`src/design/integer_to_ascii_radix_unit_assert.svh`:
```
// assertion macros used by the conversion engine
`ifndef INTEGER_TO_ASCII_RADIX_UNIT_ASSERT_SVH
`define INTEGER_TO_ASCII_RADIX_UNIT_ASSERT_SVH

// property must hold at every rising clock edge out of reset
`define ITAR_ASSERT_HOLDS(lbl, clk, rst_n, prop) \
	lbl: assert property (@(posedge clk) disable iff (!rst_n) prop) \
		else $error("property violated");

// expression must never be true out of reset
`define ITAR_ASSERT_NEVER(lbl, clk, rst_n, expr) \
	lbl: assert property (@(posedge clk) disable iff (!rst_n) !(expr)) \
		else $error("forbidden condition seen");

`endif

```
`src/design/itar_pkg.sv`:
```
// shared types, constants and helpers of the integer to ascii unit
package itar_pkg;

	localparam int VALUE_WIDTH_DEF = 32;
	localparam int RADIX_W         = 5;
	localparam int LEN_W           = 6;
	localparam int CHAR_W          = 8;
	localparam int DIGIT_W         = 4;
	localparam int OUT_DATA_W      = 16;
	localparam int DIV_STEP        = 8;

	localparam logic [RADIX_W-1:0] RADIX_RST = 5'd10;
	localparam logic [RADIX_W-1:0] RADIX_MIN = 5'd2;
	localparam logic [RADIX_W-1:0] RADIX_MAX = 5'd16;

	localparam logic [CHAR_W-1:0] CH_ZERO  = 8'h30;
	localparam logic [CHAR_W-1:0] CH_UPPER = 8'h41;
	localparam logic [CHAR_W-1:0] CH_MINUS = 8'h2D;
	localparam logic [CHAR_W-1:0] CH_NUL   = 8'h00;
	localparam logic [DIGIT_W-1:0] DEC_TEN = 4'd10;

	typedef struct packed {
		logic bad;
		logic neg;
	} job_ctl_t;

	typedef enum logic [2:0] {
		ST_IDLE,
		ST_DIV,
		ST_SIGN,
		ST_DIGIT,
		ST_TERM,
		ST_ERR
	} back_state_t;

	function automatic logic [CHAR_W-1:0] digit_char(input logic [DIGIT_W-1:0] d);
		logic [CHAR_W-1:0] ch;
		if (d < DEC_TEN) begin
			ch = CH_ZERO + CHAR_W'(d);
		end else begin
			ch = CH_UPPER + CHAR_W'(d - DEC_TEN);
		end
		return ch;
	endfunction

endpackage

```
`src/design/integer_to_ascii_radix_unit.sv`:
```
// top level of the signed integer to ascii text converter
//
// channel   | direction | handshake                     | payload
// s_axis    | in        | s_axis_tvalid / s_axis_tready | tdata: value
// m_axis    | out       | m_axis_tvalid / m_axis_tready | tdata: char_out, text_length
//           |           |                               | tlast: is_last, tuser: bad_radix
// cfg       | in        | cfg_valid / cfg_ready         | cfg_data: radix
//
// each digit comes from the byte-serial divider, a byte at a time (8 steps a cycle)
// a two-entry job queue lets the next request enter while one is converted
// output stall holds the engine in its output states; no clearing pass after reset
// digit buffer is read-first; reset is asynchronous and active low, radix comes up as 10
module integer_to_ascii_radix_unit #(
	parameter int VALUE_WIDTH = itar_pkg::VALUE_WIDTH_DEF,
	localparam int IN_DATA_W = ((VALUE_WIDTH + 7) / 8) * 8
) (
	input  logic                             clk,
	input  logic                             arst_n,
	input  logic                             s_axis_tvalid,
	output logic                             s_axis_tready,
	input  logic [IN_DATA_W-1:0]             s_axis_tdata,  // value
	output logic                             m_axis_tvalid,
	input  logic                             m_axis_tready,
	output logic [itar_pkg::OUT_DATA_W-1:0]  m_axis_tdata,  // char_out, text_length
	output logic                             m_axis_tlast,
	output logic                             m_axis_tuser,  // bad_radix
	input  logic                             cfg_valid,
	output logic                             cfg_ready,
	input  logic [itar_pkg::RADIX_W-1:0]     cfg_data
);

	logic [itar_pkg::RADIX_W-1:0] radix_q;
	logic                         job_valid;
	logic                         job_ready;
	itar_pkg::job_ctl_t           job_ctl;
	logic [VALUE_WIDTH-1:0]       job_mag;

	assign cfg_ready = 1'b1;

	always_ff @(posedge clk or negedge arst_n) begin
		if (!arst_n) begin
			radix_q <= itar_pkg::RADIX_RST;
		end else if (cfg_valid && cfg_ready) begin
			radix_q <= cfg_data;
		end
	end

	itar_front #(
		.VALUE_WIDTH(VALUE_WIDTH)
	) u_front (
		.clk          (clk),
		.arst_n       (arst_n),
		.radix        (radix_q),
		.s_axis_tvalid(s_axis_tvalid),
		.s_axis_tready(s_axis_tready),
		.s_axis_tdata (s_axis_tdata),
		.job_valid    (job_valid),
		.job_ready    (job_ready),
		.job_ctl      (job_ctl),
		.job_mag      (job_mag)
	);

	itar_back #(
		.VALUE_WIDTH(VALUE_WIDTH)
	) u_back (
		.clk          (clk),
		.arst_n       (arst_n),
		.radix        (radix_q),
		.job_valid    (job_valid),
		.job_ready    (job_ready),
		.job_ctl      (job_ctl),
		.job_mag      (job_mag),
		.m_axis_tvalid(m_axis_tvalid),
		.m_axis_tready(m_axis_tready),
		.m_axis_tdata (m_axis_tdata),
		.m_axis_tlast (m_axis_tlast),
		.m_axis_tuser (m_axis_tuser)
	);

endmodule

```
`src/design/itar_front.sv`:
```
// request intake: sign and magnitude split, radix check and a two-entry job queue
module itar_front #(
	parameter int VALUE_WIDTH = itar_pkg::VALUE_WIDTH_DEF,
	localparam int IN_DATA_W = ((VALUE_WIDTH + 7) / 8) * 8
) (
	input  logic                          clk,
	input  logic                          arst_n,
	input  logic [itar_pkg::RADIX_W-1:0]  radix,
	input  logic                          s_axis_tvalid,
	output logic                          s_axis_tready,
	input  logic [IN_DATA_W-1:0]          s_axis_tdata,
	output logic                          job_valid,
	input  logic                          job_ready,
	output itar_pkg::job_ctl_t            job_ctl,
	output logic [VALUE_WIDTH-1:0]        job_mag
);

	logic [VALUE_WIDTH-1:0] value;
	logic [VALUE_WIDTH-1:0] mag;
	itar_pkg::job_ctl_t     ctl;
	logic                   push;
	logic                   pop;

	logic [VALUE_WIDTH-1:0] mag_fifo_q [2];
	itar_pkg::job_ctl_t     ctl_fifo_q [2];
	logic                   wr_ptr_q;
	logic                   rd_ptr_q;
	logic [1:0]             count_q;

	assign value   = s_axis_tdata[VALUE_WIDTH-1:0];
	assign ctl.neg = value[VALUE_WIDTH-1];
	assign ctl.bad = (radix < itar_pkg::RADIX_MIN) || (radix > itar_pkg::RADIX_MAX);
	assign mag     = ctl.neg ? (~value + VALUE_WIDTH'(1)) : value;

	assign s_axis_tready = (count_q != 2'd2);
	assign job_valid     = (count_q != 2'd0);
	assign push          = s_axis_tvalid && s_axis_tready;
	assign pop           = job_valid && job_ready;
	assign job_ctl       = ctl_fifo_q[rd_ptr_q];
	assign job_mag       = mag_fifo_q[rd_ptr_q];

	always_ff @(posedge clk) begin
		if (push) begin
			mag_fifo_q[wr_ptr_q] <= mag;
			ctl_fifo_q[wr_ptr_q] <= ctl;
		end
	end

	always_ff @(posedge clk or negedge arst_n) begin
		if (!arst_n) begin
			wr_ptr_q <= 1'b0;
			rd_ptr_q <= 1'b0;
			count_q  <= 2'd0;
		end else begin
			if (push) begin
				wr_ptr_q <= ~wr_ptr_q;
			end
			if (pop) begin
				rd_ptr_q <= ~rd_ptr_q;
			end
			if (push && !pop) begin
				count_q <= count_q + 2'd1;
			end else if (pop && !push) begin
				count_q <= count_q - 2'd1;
			end
		end
	end

endmodule

```
`src/design/itar_back.sv`:
```
// conversion engine: digit-serial division by the radix, digit buffer and character output
`include "integer_to_ascii_radix_unit_assert.svh"

module itar_back #(
	parameter int VALUE_WIDTH = itar_pkg::VALUE_WIDTH_DEF
) (
	input  logic                             clk,
	input  logic                             arst_n,
	input  logic [itar_pkg::RADIX_W-1:0]     radix,
	input  logic                             job_valid,
	output logic                             job_ready,
	input  itar_pkg::job_ctl_t               job_ctl,
	input  logic [VALUE_WIDTH-1:0]           job_mag,
	output logic                             m_axis_tvalid,
	input  logic                             m_axis_tready,
	output logic [itar_pkg::OUT_DATA_W-1:0]  m_axis_tdata,
	output logic                             m_axis_tlast,
	output logic                             m_axis_tuser
);

	localparam int STEP = itar_pkg::DIV_STEP;
	localparam int PW   = ((VALUE_WIDTH + STEP - 1) / STEP) * STEP;
	localparam int NCH  = PW / STEP;
	localparam int CHW  = (NCH > 1) ? $clog2(NCH) : 1;
	localparam int AW   = $clog2(VALUE_WIDTH);
	localparam int CW   = $clog2(VALUE_WIDTH + 1);
	localparam int DW   = itar_pkg::DIGIT_W;
	localparam int LW   = itar_pkg::LEN_W;
	localparam int CHR  = itar_pkg::CHAR_W;

	itar_pkg::back_state_t state_q;
	itar_pkg::back_state_t state_nx;

	logic [PW-1:0]   mag_q;
	logic [DW-1:0]   rem_q;
	logic [CHW-1:0]  chunk_q;
	logic [CW-1:0]   cnt_q;
	logic [LW-1:0]   len_q;
	logic            neg_q;

	logic [DW-1:0]   dig_mem [VALUE_WIDTH];
	logic [DW-1:0]   rd_q;
	logic [AW-1:0]   rd_addr;

	logic [DW-1:0]   r_step;
	logic [DW:0]     t_step;
	logic [STEP-1:0] qbits;
	logic [PW-1:0]   mag_nx;
	logic            last_chunk;
	logic            stop_div;
	logic            dig_we;

	logic            out_free;
	logic            out_load;
	logic [CHR-1:0]  out_char;
	logic            out_last;
	logic [LW-1:0]   out_len;
	logic            out_bad;

	logic            ovalid_q;
	logic [CHR-1:0]  ochar_q;
	logic            olast_q;
	logic [LW-1:0]   olen_q;
	logic            obad_q;

	// eight restoring steps on the top byte of the magnitude
	always_comb begin
		r_step = rem_q;
		t_step = '0;
		qbits  = '0;
		for (int i = 0; i < STEP; i++) begin
			t_step = {r_step, mag_q[PW-1-i]};
			if (t_step >= radix) begin
				qbits[STEP-1-i] = 1'b1;
				r_step = DW'(t_step - radix);
			end else begin
				r_step = DW'(t_step);
			end
		end
	end

	assign mag_nx     = (mag_q << STEP) | PW'(qbits);
	assign last_chunk = (chunk_q == CHW'(NCH - 1));
	assign stop_div   = (mag_nx == '0) || ((cnt_q + CW'(1)) == CW'(VALUE_WIDTH));
	assign dig_we     = (state_q == itar_pkg::ST_DIV) && last_chunk;
	assign out_free   = !ovalid_q || m_axis_tready;

	always_comb begin
		if ((state_q == itar_pkg::ST_DIGIT) && out_free) begin
			rd_addr = AW'(cnt_q - CW'(2));
		end else begin
			rd_addr = AW'(cnt_q - CW'(1));
		end
	end

	always_comb begin
		state_nx = state_q;
		unique case (state_q)
			itar_pkg::ST_IDLE: begin
				if (job_valid) begin
					state_nx = job_ctl.bad ? itar_pkg::ST_ERR : itar_pkg::ST_DIV;
				end
			end
			itar_pkg::ST_DIV: begin
				if (last_chunk && stop_div) begin
					state_nx = itar_pkg::ST_SIGN;
				end
			end
			itar_pkg::ST_SIGN: begin
				if (!neg_q || out_free) begin
					state_nx = itar_pkg::ST_DIGIT;
				end
			end
			itar_pkg::ST_DIGIT: begin
				if (out_free && (cnt_q == CW'(1))) begin
					state_nx = itar_pkg::ST_TERM;
				end
			end
			itar_pkg::ST_TERM, itar_pkg::ST_ERR: begin
				if (out_free) begin
					state_nx = itar_pkg::ST_IDLE;
				end
			end
			default: state_nx = itar_pkg::ST_IDLE;
		endcase
	end

	always_comb begin
		job_ready = 1'b0;
		out_load  = 1'b0;
		out_char  = itar_pkg::CH_NUL;
		out_last  = 1'b0;
		out_len   = '0;
		out_bad   = 1'b0;
		unique case (state_q)
			itar_pkg::ST_IDLE: begin
				job_ready = 1'b1;
			end
			itar_pkg::ST_DIV: begin
			end
			itar_pkg::ST_SIGN: begin
				out_load = neg_q && out_free;
				out_char = itar_pkg::CH_MINUS;
			end
			itar_pkg::ST_DIGIT: begin
				out_load = out_free;
				out_char = itar_pkg::digit_char(rd_q);
			end
			itar_pkg::ST_TERM: begin
				out_load = out_free;
				out_last = 1'b1;
				out_len  = len_q + LW'(1);
			end
			itar_pkg::ST_ERR: begin
				out_load = out_free;
				out_last = 1'b1;
				out_bad  = 1'b1;
			end
			default: begin
			end
		endcase
	end

	always_ff @(posedge clk or negedge arst_n) begin
		if (!arst_n) begin
			state_q  <= itar_pkg::ST_IDLE;
			chunk_q  <= '0;
			cnt_q    <= '0;
			len_q    <= '0;
			neg_q    <= 1'b0;
			ovalid_q <= 1'b0;
		end else begin
			state_q <= state_nx;
			unique case (state_q)
				itar_pkg::ST_IDLE: begin
					if (job_valid) begin
						chunk_q <= '0;
						cnt_q   <= '0;
						len_q   <= '0;
						neg_q   <= job_ctl.neg;
					end
				end
				itar_pkg::ST_DIV: begin
					if (last_chunk) begin
						chunk_q <= '0;
						cnt_q   <= cnt_q + CW'(1);
					end else begin
						chunk_q <= chunk_q + CHW'(1);
					end
				end
				itar_pkg::ST_SIGN: begin
					if (out_load) begin
						len_q <= len_q + LW'(1);
					end
				end
				itar_pkg::ST_DIGIT: begin
					if (out_load) begin
						cnt_q <= cnt_q - CW'(1);
						len_q <= len_q + LW'(1);
					end
				end
				default: begin
				end
			endcase
			if (out_load) begin
				ovalid_q <= 1'b1;
			end else if (m_axis_tready) begin
				ovalid_q <= 1'b0;
			end
		end
	end

	always_ff @(posedge clk) begin
		if ((state_q == itar_pkg::ST_IDLE) && job_valid) begin
			mag_q <= PW'(job_mag);
			rem_q <= '0;
		end else if (state_q == itar_pkg::ST_DIV) begin
			mag_q <= mag_nx;
			rem_q <= last_chunk ? '0 : r_step;
		end
		if (out_load) begin
			ochar_q <= out_char;
			olast_q <= out_last;
			olen_q  <= out_len;
			obad_q  <= out_bad;
		end
	end

	always_ff @(posedge clk) begin
		if (dig_we) begin
			dig_mem[cnt_q[AW-1:0]] <= r_step;
		end
		rd_q <= dig_mem[rd_addr];
	end

	assign m_axis_tvalid = ovalid_q;
	assign m_axis_tdata  = {2'b00, olen_q, ochar_q};
	assign m_axis_tlast  = olast_q;
	assign m_axis_tuser  = obad_q;

	`ITAR_ASSERT_NEVER(a_digit_empty, clk, arst_n, (state_q == itar_pkg::ST_DIGIT) && (cnt_q == '0))
	`ITAR_ASSERT_HOLDS(a_cnt_bound, clk, arst_n, cnt_q <= CW'(VALUE_WIDTH))
	`ITAR_ASSERT_HOLDS(a_rem_bound, clk, arst_n, (state_q == itar_pkg::ST_DIV) |-> (rem_q < radix))
	`ITAR_ASSERT_HOLDS(a_err_shape, clk, arst_n, (ovalid_q && obad_q) |-> (olast_q && (olen_q == '0)))

endmodule

```
`config.mk`:
```
export PLATFORM = sky130hd
export DESIGN_NAME = integer_to_ascii_radix_unit
export DESIGN_NICKNAME = d
export VERILOG_FILES = /design/src/design/itar_pkg.sv /design/src/design/integer_to_ascii_radix_unit.sv /design/src/design/itar_front.sv /design/src/design/itar_back.sv
export VERILOG_INCLUDE_DIRS = /design/src /design/src/design
export SDC_FILE = /design/constraint.sdc
export NUM_CORES = 1
export LEC_CHECK = 0
export ABC_CLOCK_PERIOD_IN_PS = 29300
export BUFFER_PORTS_ARGS = -buffer_cell sky130_fd_sc_hd__buf_2
export CORE_ASPECT_RATIO = 0.6
export CORE_MARGIN = 2
export CORE_UTILIZATION = 55
export DETAILED_ROUTE_END_ITERATION = 16
export GPL_ROUTABILITY_DRIVEN = 0
export PLACE_DENSITY = 0.81
export RECOVER_POWER = 100
export SYNTH_ARGS = -nofsm -noshare
export SYNTH_HDL_FRONTEND = slang
export SYNTH_SLANG_ARGS = --single-unit
```
`constraint.sdc`:
```
create_clock -name clk -period 29.3 [get_ports clk]
set_clock_uncertainty 0.1 [all_clocks]
set_input_delay 4.395 -clock clk [delete_from_list [all_inputs] [get_ports clk]]
set_output_delay 4.395 -clock clk [all_outputs]
set_load 0.02 [all_outputs]
```
# [Word-level counts from Yosys, hierarchy flattened]
# Memory sizes are Yosys's and may differ from the RTL's. A register that Yosys moved wholly into a read port is not among the register bits.
# Cells that the tools add are included.
[word_totals] regBits=80 mem_bits_rw=196 input_bits=42 output_inout_bits=21 wordCells=156 memories=3
[memory_table] memory="u_back.dig_mem" words=32 width=4 read_ports=1 rd_clocked_by_memory_dff=1 write_ports=1 line_no="itar_back.sv:41" source="logic [DW-1:0] dig_mem [VALUE_WIDTH];"
[memory_table] memory="u_front.mag_fifo_q" words=2 width=32 read_ports=1 rd_clocked_by_memory_dff=0 write_ports=1 line_no="itar_front.sv:24" source="logic [VALUE_WIDTH-1:0] mag_fifo_q [2];"
[memory_table] memory="u_front.ctl_fifo_q" words=2 width=2 read_ports=1 rd_clocked_by_memory_dff=0 write_ports=1 line_no="itar_front.sv:25" source="itar_pkg::job_ctl_t ctl_fifo_q [2];"
[op_classes] add_sub_neg=19 order_cmp=11 eq_ne=17 muxes=51 bitwise=4 n_reduce_logical=35
[op_table] cell="$mux 32" n=3
[op_table] cell="$ge 5x5->1" n=8
[op_table] cell="$mux 4" n=9
[op_table] cell="$add 32x1->32 const B" n=1
[op_table] cell="$logic_not 32->1" n=1
[op_table] cell="$not 32->32" n=1
[op_table] cell="$or 32x8->32" n=1
[op_table] cell="$sub 4x4->4" n=8
[op_table] cell="$mux 6" n=4
[op_table] cell="$mux 3" n=6
[op_table] cell="$pmux 6 s3" n=1
[op_table] cell="$mux 1" n=17
[op_table] cell="$pmux 8 s2" n=1
[op_table] cell="$pmux 3 s5" n=1
[op_table] cell="$ne 2x1->1 const B" n=7
[op_table] cell="$add 6x1->6 const B" n=2
[op_table] cell="$pmux 6 s2" n=1
[op_table] cell="$reduce_bool 2->1" n=6
[op_table] cell="$logic_and 1x1->1" n=10
[op_table] cell="$add 7x8->8 const A" n=1
[op_table] cell="$mux 2" n=4
[op_table] cell="$mux 8" n=1
[op_table] cell="$add 6x4->7 const A" n=1
[op_table] cell="$eq 3x2->1 const B" n=2
[op_table] cell="other kinds (28)" n=40

# [Depth between registers and ports, before layout]
# Gate-level depths: netlist of the first run.
[depth] depth_word=22 mapped_depth=55 depth_no_buf=53

# [Modules after synthesis]
# A second synthesis of the first run with hierarchy kept.
[hier_totals] hier_cells=1105 hier_area_um2=14362.5
[by_module_without_submodules] module="itar_back" n_inst=1 cells_each=859 area_each_um2=10777.8 seq_area_each_um2=5890.6
[by_module_without_submodules] module="itar_front" n_inst=1 cells_each=234 area_each_um2=3389.5 seq_area_each_um2=2142.1
[by_module_without_submodules] module="integer_to_ascii_radix_unit" n_inst=1 cells_each=12 area_each_um2=195.2 seq_area_each_um2=127.6

# [Worst setup path before layout of the first run]
# OpenSTA, ideal clock, no wires.
[synth_timing] kind="register to register" from="register radix_q[1] (netlist name)" to="memory u_back.dig_mem[0][3] (netlist name) (data pin)" setup_time_ns=0.454 arrival_time_ns=12.243 t_required_ns=28.746 setup_slack_ns=16.503 path_stages_with_launch=47 path_buffers=3 period_less_slack_ns=12.797 path_cell_list="dfstp_2 -> inv_1 -> ha_1 -> a21o_1 -> a21oi_1 -> o21ai_1 -> mux2_2 -> ha_1 -> a21oi_1 -> o21ai_1 -> mux2_2 -> ha_1 -> nand2_1 -> o21ai_1 -> mux2_2 -> ha_1 -> nand2_1 -> o21ai_0 -> [... 11 more ...] -> ha_1 -> nand2_1 -> o21ai_1 -> mux2_2 -> inv_1 -> ha_1 -> nor2b_1 -> o21ai_0 -> a31oi_1 -> a211oi_1 -> mux2_2 -> inv_1 -> ha_1 -> a21o_1 -> a21oi_1 -> o21ai_0 -> clkbuf_1 -> o21ai_0"
[synth_between] elab_chain_cells=16 word_cells_on_any_way=24 cone_classes="8 x add/sub; 8 x order compare; 8 x mux"
[synth_lines] item="start: declaration" line_no="integer_to_ascii_radix_unit.sv:32" source="logic [itar_pkg::RADIX_W-1:0] radix_q;"
[synth_lines] item="start signal: assignment" line_no="integer_to_ascii_radix_unit.sv:42" source="radix_q <= itar_pkg::RADIX_RST;"
[synth_lines] item="start signal: assignment" line_no="integer_to_ascii_radix_unit.sv:44" source="radix_q <= cfg_data;"
[synth_lines] item="$sub 4x4->4 / $ge 5x5->1 (equally long branches)" line_no="itar_back.sv:75, itar_back.sv:73"
[synth_lines] item="$mux 4" line_no="itar_back.sv:73" source="if (t_step >= radix) begin"
[synth_lines] item="$sub 4x4->4 / $ge 5x5->1 (equally long branches)" line_no="itar_back.sv:75, itar_back.sv:73"
[synth_lines] item="$mux 4" line_no="itar_back.sv:73"
[synth_lines] item="$sub 4x4->4 / $ge 5x5->1 (equally long branches)" line_no="itar_back.sv:75, itar_back.sv:73"
[synth_lines] item="$mux 4" line_no="itar_back.sv:73"
[synth_lines] item="$ge 5x5->1 / $sub 4x4->4 (equally long branches)" line_no="itar_back.sv:73, itar_back.sv:75"
[synth_lines] item="$mux 4" line_no="itar_back.sv:73"
[synth_lines] item="$sub 4x4->4 / $ge 5x5->1 (equally long branches)" line_no="itar_back.sv:75, itar_back.sv:73"
[synth_lines] item="$mux 4" line_no="itar_back.sv:73"
[synth_lines] item="$sub 4x4->4 / $ge 5x5->1 (equally long branches)" line_no="itar_back.sv:75, itar_back.sv:73"
[synth_lines] item="$mux 4" line_no="itar_back.sv:73"
[synth_lines] item="$ge 5x5->1 / $sub 4x4->4 (equally long branches)" line_no="itar_back.sv:73, itar_back.sv:75"
[synth_lines] item="$mux 4" line_no="itar_back.sv:73"
[synth_lines] item="$sub 4x4->4 / $ge 5x5->1 (equally long branches)" line_no="itar_back.sv:75, itar_back.sv:73"
[synth_lines] item="$mux 4 (*)" line_no="itar_back.sv:73"
[synth_lines] item="via u_back.r_step[3]" line_no="itar_back.sv:45" source="logic [DW-1:0] r_step;"
[synth_lines] item="end: declaration" line_no="itar_back.sv:41"
# Mark *: on every way through the listed nets, which the timed path passes. The rest lies on a longest branch.

# [Worst setup path in the final report of the first run]
[layout_timing] from="register radix_q[1] (netlist name)" to="memory u_back.dig_mem[31][1] (netlist name) (data pin)"
# Same word-level chain as after synthesis.

==> results.txt, run 1 <==
Layout cells sized above 1 = 7.699%
Post-CTS Resized = 0
Sequential share of the synthesized area = 58.36%
Via count = 9594
CTS tree = yes
CTS max path bufs = 3
Netlist cell types = 66
Relative slew slack = -94.36%
Post-synth EDFFs = 243
Slew Viols, Final = 327
Die Wd = 209.8 um
CTS Root Cell = clkbuf_16
Synth Cell Area = 13980 um2
Vias/cell = 6.138
Initial Util = 55.68%
Die height = 127.5 um
Hold_sp = u_back.chunk_q[1]$_DFFE_PN0P_
Die area = 26760 um2
Final hold viol count = 0
Hold Path Class = reg2reg
DRT Wirelength = 31.73 mm
Starting DRT DRC Count = 1201
DR DRC count = 0
DP HPWL = 21.46 mm
Failing checks = capacitance limit, slew limit
Fillers = 1961
Drt pass-1 iters = 6
Synth warn = 0
Critical Path AT = 16.97 ns
First-pass GRT wire length = 49.62 mm
Asr flop ratio synth = 10.04%
Worst r2r src = radix_q[1]$_DFFE_PN1P_
PortBufs = 58
I/O Pins = 63
Worst setup SP type = flop
F_max = 58.96 MHz
Num CTS Buffers = 26
Row cnt = 45
Minimum clock period = 16.96 ns
Post-CTS Setup Repair Bufs = 0
# diodes = 0
Max-cap violation count = 9
RSZ-0062 raised after global routing = no
Worst EP required = 29.31 ns
Fin nets = 1319
Hold buffers post-CTS = 0
Setup TNS = 0 ns
Vias in the first global route = 8871
Area grow syn2layout = 9.190%
ANT nets after route = 0
Critical path's largest stage delay = 1.27 ns
Worst-margin pin slew = 2.915 ns
Largest net degree at the start of global routing = 69
Slowest CP cell = clkbuf_1
Worst Setup End Kind = flop
GRT Overall Usage = 23.90%
Worst-Skew Late Latency = 0.58 ns
GRT Residual Overflow = 0
Mean post-synth cell area = 11.88 um2
R2R depth = 49
Clk slew on worst S/H paths = 0.06 ns
Hold depth = 2
FF-to-FF setup slack = 12.34 ns
Core ar. = 25110 um2
WL/cell = 20.30 um
Hold path endpoint = u_back.chunk_q[1]$_DFFE_PN0P_
Final Cycle Share = 57.89%
Post-synthesis register bit count = 279
Post-synth top flop = edfxtp_1
Maximum fanout along the worst path = 33
Setup CP Type = reg2reg
Initial antenna violation count = 0
R2r endpoint = u_back.dig_mem[31][1]$_DFFE_PP_
Outcome = finished with violations
Cells after Synth = 1177
CTS sink count = 279
# H-tree levels = 1
Final setup viols = 0
-- flip-flops by register name (all words and copies together) (netlist names), 5 cells and up --
register,cells
radix_q,5
u_back.cnt_q,6
u_back.dig_mem,128
u_back.len_q,6
u_back.mag_q,32
u_back.ochar_q,7
u_back.olen_q,6
u_front.mag_fifo_q,64
-- placed cells by master, fill, tap and decap left out, types with 4 or more instances in the layout --
cell type / n
dfrtp_1: 25
clkinv_2: 6
inv_1: 47
o31ai_1: 16
fa_1: 8
nand4_1: 5
nand2b_1: 10
a21o_1: 17
nand3b_1: 5
a31oi_1: 5
or3_1: 4
dfxtp_1: 8
a22oi_1: 4
o41ai_1: 10
o21ai_0: 44
clkbuf_1: 42
mux2i_1: 50
xnor2_1: 49
edfxtp_1: 243
a311oi_1: 32
conb_1: 4
a211oi_1: 34
mux2_2: 9
nor3_1: 7
nor2b_1: 5
nor4_1: 14
or4_1: 6
xor2_1: 10
clkbuf_16: 26
o21ai_1: 5
buf_2: 34
and3_1: 33
nand3_1: 17
clkbuf_8: 5
ha_1: 55
nand2_1: 120
a21oi_1: 69
nor2_1: 104
-- worst max-delay path, delay by kind of cell (launching register included) --
kind | cells | cell delay [ns]
multiplexers | 8 | 2.83
flip-flops | 1 | 0.94
AO/OA/AOI/OAI | 24 | 7.59
buffers and inverters | 8 | 2.50
adder cells (fa/ha/maj) | 8 | 2.37
AND/OR/NAND/NOR | 1 | 0.13
-- worst max path at each step --
| stage | from | end | slack (ns) | cells after the start |
|---|---|---|---|---|
| 6_report | radix_q[1]$_DFFE_PN1P_ | u_back.dig_mem[31][1]$_DFFE_PP_ | 12.34 | 49 |
| 5_1_grt | radix_q[1]$_DFFE_PN1P_ | u_back.dig_mem[11][1]$_DFFE_PP_ | 11.07 | 49 |
| 4_1_cts | radix_q[1]$_DFFE_PN1P_ | u_back.dig_mem[13][2]$_DFFE_PP_ | 14.98 | 48 |
| 3_5_place_dp | radix_q[1]$_DFFE_PN1P_ | u_back.dig_mem[1][2]$_DFFE_PP_ | 15.07 | 48 |
| 3_3_place_gp | radix_q[1]$_DFFE_PN1P_ | u_back.dig_mem[20][2]$_DFFE_PP_ | 15.69 | 48 |
| 2_1_floorplan | radix_q[1]$_DFFE_PN1P_ | u_back.dig_mem[0][3]$_DFFE_PP_ | 16.50 | 46 |
-- per-stage QoR --
step,cells,setup WS [ns],hold slack (ns),cell area [um2],utilization (%)
4_1_cts,1563,14.98,0.4087,15410,61.38
2_1_floorplan,1179,16.50,0.3400,13990,-
5_1_grt,1563,11.07,0.4341,15270,60.80
3_5_place_dp,1515,15.07,0.3945,14570,58.02
6_report,1563,12.34,0.4076,15270,60.80
3_3_place_gp,1515,15.69,0.3837,14570,58.02
-- area by class of cell --
type                            count  area [um2]  area share, %
Multi-Input combinational cell    790        5358          35.09
Inverter                           47       176.4          1.156
Sequential cell                   279        8162          53.46
Clock inverter                      8       90.09         0.5901
Clock buffer                       40       753.2          4.934
Tap cell                          329       411.6          2.696
Timing Repair Buffer               70       316.6          2.073
-- synthesized netlist by cell type, types with 3 or more instances --
library cell / n / share of area [%]
a211oi_1: 34 / 1.8
a21o_1: 17 / 0.91
a21oi_1: 70 / 2.5
a22o_1: 3 / 0.19
a22oi_1: 4 / 0.21
a311oi_1: 32 / 2.0
a31oi_1: 5 / 0.22
and2_1: 5 / 0.22
and3_1: 33 / 1.5
buf_1: 3 / 0.081
buf_4: 4 / 0.21
clkbuf_1: 55 / 1.5
dfrtp_1: 26 / 4.7
dfxtp_1: 8 / 1.1
edfxtp_1: 243 / 52
fa_1: 8 / 1.1
ha_1: 55 / 4.9
inv_1: 47 / 1.3
mux2_2: 12 / 0.97
mux2i_1: 52 / 3.7
nand2_1: 120 / 3.2
nand2b_1: 10 / 0.45
nand3_1: 17 / 0.61
nand3b_1: 5 / 0.27
nand4_1: 3 / 0.13
nor2_1: 103 / 2.8
nor2b_1: 5 / 0.22
nor3_1: 7 / 0.25
nor4_1: 14 / 0.63
o21ai_0: 37 / 1.3
o21ai_1: 12 / 0.43
o31ai_1: 15 / 0.81
o41ai_1: 9 / 0.56
or4_1: 3 / 0.16
or4_4: 3 / 0.24
xnor2_1: 49 / 3.1
xor2_1: 10 / 0.63
-- routing by layer --
metal	GRT usage (%)	part of all wire [%]	vias to the layer above
li1	-	-	4450
met4	4.506	1.7	0
met5	0	0	-
met2	33.03	40	444
met1	38.21	47	4648
met3	5.851	11	52
-- kinds of logic (layout without fill, tap and decap cells) --
kind of cell               after synthesis  after routing  synth area share (%)
and+or+nand+nor                        344            344                 11.80
muxes                                   64             64                 4.689
xor gates and xnor gates                59             59                 3.696
DFF                                    279            279                 58.36
buffers and inverters                  110            165                 3.069
other                                    2              4               0.05371
AOI/OAI and AO/OA                      256            256                 12.26
adders and majority gates               63             63                 6.067
Power of run 1 is not shown: default switching activity piles up to over one toggle a cycle in this logic, so the estimate is an artifact.
==> run 2, diff against run 1 <==
--- a/config.mk
+++ b/config.mk
@@ -6,14 +6,14 @@
 export SDC_FILE = /design/constraint.sdc
 export NUM_CORES = 1
 export LEC_CHECK = 0
-export ABC_CLOCK_PERIOD_IN_PS = 29300
+export ABC_CLOCK_PERIOD_IN_PS = 14800
 export BUFFER_PORTS_ARGS = -buffer_cell sky130_fd_sc_hd__buf_2
 export CORE_ASPECT_RATIO = 0.6
 export CORE_MARGIN = 2
 export CORE_UTILIZATION = 55
 export DETAILED_ROUTE_END_ITERATION = 16
 export GPL_ROUTABILITY_DRIVEN = 0
-export PLACE_DENSITY = 0.81
+export PLACE_DENSITY = 0.84
 export RECOVER_POWER = 100
 export SYNTH_ARGS = -nofsm -noshare
 export SYNTH_HDL_FRONTEND = slang
==> constraint.sdc (replaced) <==
create_clock -name clk -period 14.8 [get_ports clk]
set_clock_uncertainty 0.1 [all_clocks]
set_input_delay 2.22 -clock clk [delete_from_list [all_inputs] [get_ports clk]]
set_output_delay 2.22 -clock clk [all_outputs]
set_load 0.02 [all_outputs]
==> run 2 against run 1 <==
Compared with the run above:
- the flow still finishes with violations (capacitance limit, slew limit)
- register-to-register slack worse by 11 ns
- via count increased by 1.3%
- final area up 0.37%
- critical path type unchanged
- largest cell class unchanged
==> results.txt, run 2 (synthesis gave the netlist of run 1 again) <==
Outcome = finished with violations (unchanged)
Failing checks = capacitance limit, slew limit (unchanged)
DR DRC count = 0 (unchanged)
Slew Viols, Final = 237 (was 327)
Initial Util = 55.68% (unchanged)
Largest net degree at the start of global routing = 69 (unchanged)
CTS sink count = 279 (unchanged)
Num CTS Buffers = 26 (unchanged)
Minimum clock period = 13.42 ns (was 16.96 ns)
Most frequent cells in the layout = edfxtp_1 (243), nand2_1 (120), nor2_1 (104), a21oi_1 (69), ha_1 (55) (unchanged)
GRT Overall Usage = 24.25% (was 23.90%)
Die Wd = 209.8 um (unchanged)
Max-cap violation count = 6 (was 9)
Vias in the first global route = 9119 (was 8871)
F_max = 74.51 MHz (was 58.96 MHz)
DRT Wirelength = 32.19 mm (was 31.73 mm)
Row cnt = 45 (unchanged)
Critical path's largest stage delay = 0.76 ns (was 1.27 ns)
Worst r2r src = radix_q[1]$_DFFE_PN1P_ (unchanged)
Vias/cell = 6.219 (was 6.138)
Worst Setup End Kind = flop (unchanged)
Worst-Skew Late Latency = 0.57 ns (was 0.58 ns)
I/O Pins = 63 (unchanged)
Worst setup endpoint = u_back.dig_mem[17][3]$_DFFE_PP_ (was u_back.dig_mem[31][1]$_DFFE_PP_)
R2r endpoint = u_back.dig_mem[17][3]$_DFFE_PP_ (was u_back.dig_mem[31][1]$_DFFE_PP_)
GR Layer Usage met1 = 37.44% (was 38.21%)
Die height = 127.5 um (unchanged)
Initial antenna violation count = 0 (unchanged)
Setup TNS = 0 ns (unchanged)
Relative slew slack = -100.6% (was -94.36%)
Die area = 26760 um2 (unchanged)
Drt pass-1 iters = 8 (was 6)
Maximum fanout along the worst path = 19 (was 33)
Worst EP required = 15.09 ns (was 29.31 ns)
Hold_sp = u_back.chunk_q[1]$_DFFE_PN0P_ (unchanged)
Pre-CTS setup slack = 1.067 ns (was 15.07 ns)
Final hold viol count = 0 (unchanged)
Post-CTS Setup Repair Bufs = 0 (unchanged)
Final Util = 61.02% (was 60.80%)
Max reg flops = 128 (unchanged)
Post-CTS Resized = 0 (unchanged)
GR peak layer = met1 (unchanged)
Reg area = 8162 um2 (unchanged)
DP HPWL = 21.38 mm (was 21.46 mm)
# diodes = 0 (unchanged)
Area of the multi-input gates = 5376 um2 (was 5358 um2)
Worst setup margin = 1.380 ns (was 12.34 ns)
WL/cell = 20.61 um (was 20.30 um)
Global-route track usage on met3 = 7.424% (was 5.851%)
Critical path's most frequent cell = ha_1
Hold buffers post-CTS = 0 (unchanged)
Core ar. = 25110 um2 (unchanged)
CTS Root Cell = clkbuf_16 (unchanged)
CTS max path bufs = 3 (unchanged)
Slowest CP cell = dfstp_2 (was clkbuf_1)
# H-tree levels = 1 (unchanged)
RSZ-0062 raised after global routing = no (unchanged)
First-pass GRT wire length = 50.16 mm (was 49.62 mm)
Worst-margin pin slew = 2.998 ns (was 2.915 ns)
Worst setup SP type = flop (unchanged)
ANT nets after route = 0 (unchanged)
PortBufs = 58 (unchanged)
Clk slew on worst S/H paths = 0.07 ns (was 0.06 ns)
Commonest non-fill, non-tap cell in the layout = edfxtp_1 (unchanged)
Worst hold slack = 0.4027 ns (was 0.4076 ns)
Final Cycle Share = 90.68% (was 57.89%)
Fin nets = 1319 (unchanged)
Via count = 9714 (was 9594)
Setup CP Type = reg2reg (unchanged)
Starting DRT DRC Count = 1301 (was 1201)
R2R depth = 49 (unchanged)
Critical Path AT = 13.71 ns (was 16.97 ns)
GRT Residual Overflow = 0 (unchanged)
Fillers = 1929 (was 1961)
FF-to-FF setup slack = 1.38 ns (was 12.34 ns)
Met2 Use GR = 33.14% (was 33.03%)
Final setup viols = 0 (unchanged)
Hold Path Class = reg2reg (unchanged)
Area grow syn2layout = 9.593% (was 9.190%)
Setup crit start = radix_q[1]$_DFFE_PN1P_ (unchanged)
CTS tree = yes (unchanged)
Layout cells sized above 1 = 8.110% (was 7.699%)
==> run 2: cell count changes in the layout (fill, tap and decap cells not counted), sizes merged <==
cell      delta
clkinvlp     +1
clkinv       +4
bufinv       +3
clkbuf      -12
buf          +3
==> run 2: layout make-up <==
type	instances	share of cell area, %
clock buffers	31	4.368
clock inverters	16	1.290
inverters	47	1.151
multi-input cells	790	35.09
flip-flops and latches	279	53.26
well taps	329	2.686
repair buffers	70	2.156
==> run 2: stage by stage <==
| step | instances | area (um2) |
|---|---|---|
| finish | 1562 | 15320 |
| global route | 1562 | 15320 |
| CTS | 1562 | 15440 |
| detailed placement | 1515 | 14570 |
| global placement | 1515 | 14570 |
| floorplan | 1179 | 13990 |
==> run 2: how the worst min path moves through the flow <==
stage	end	slack [ns]	cells past startpoint
floorplan	u_back.rem_q[3]$_SDFFE_PP0P_	0.34	2
global placement	u_back.chunk_q[1]$_DFFE_PN0P_	0.38	2
detailed placement	u_back.chunk_q[1]$_DFFE_PN0P_	0.39	2
CTS	u_back.chunk_q[1]$_DFFE_PN0P_	0.41	2
global route	u_back.rem_q[3]$_SDFFE_PP0P_	0.43	2
finish	u_back.chunk_q[1]$_DFFE_PN0P_	0.40	2
==> run 2: critical path, delay by kind of cell (launching register included) <==
family | cells | cell delay, ns
AO/OA/AOI/OAI | 24 | 6.25
multiplexers | 6 | 2.38
adder cells (fa/ha/maj) | 8 | 2.24
AND/OR/NAND/NOR | 2 | 0.18
buffers and inverters | 9 | 1.32
flip-flops | 1 | 0.76
==> run 2: layer usage <==
| layer | vias to the layer above | routed length, um |
|---|---|---|
| li1 | 4446 | - |
| met1 | 4674 | 14580 |
| met2 | 536 | 13010 |
| met3 | 58 | 3921 |
| met4 | 0 | 672 |
| met5 | - | 0 |
Power of run 2 is left out for the same reason.
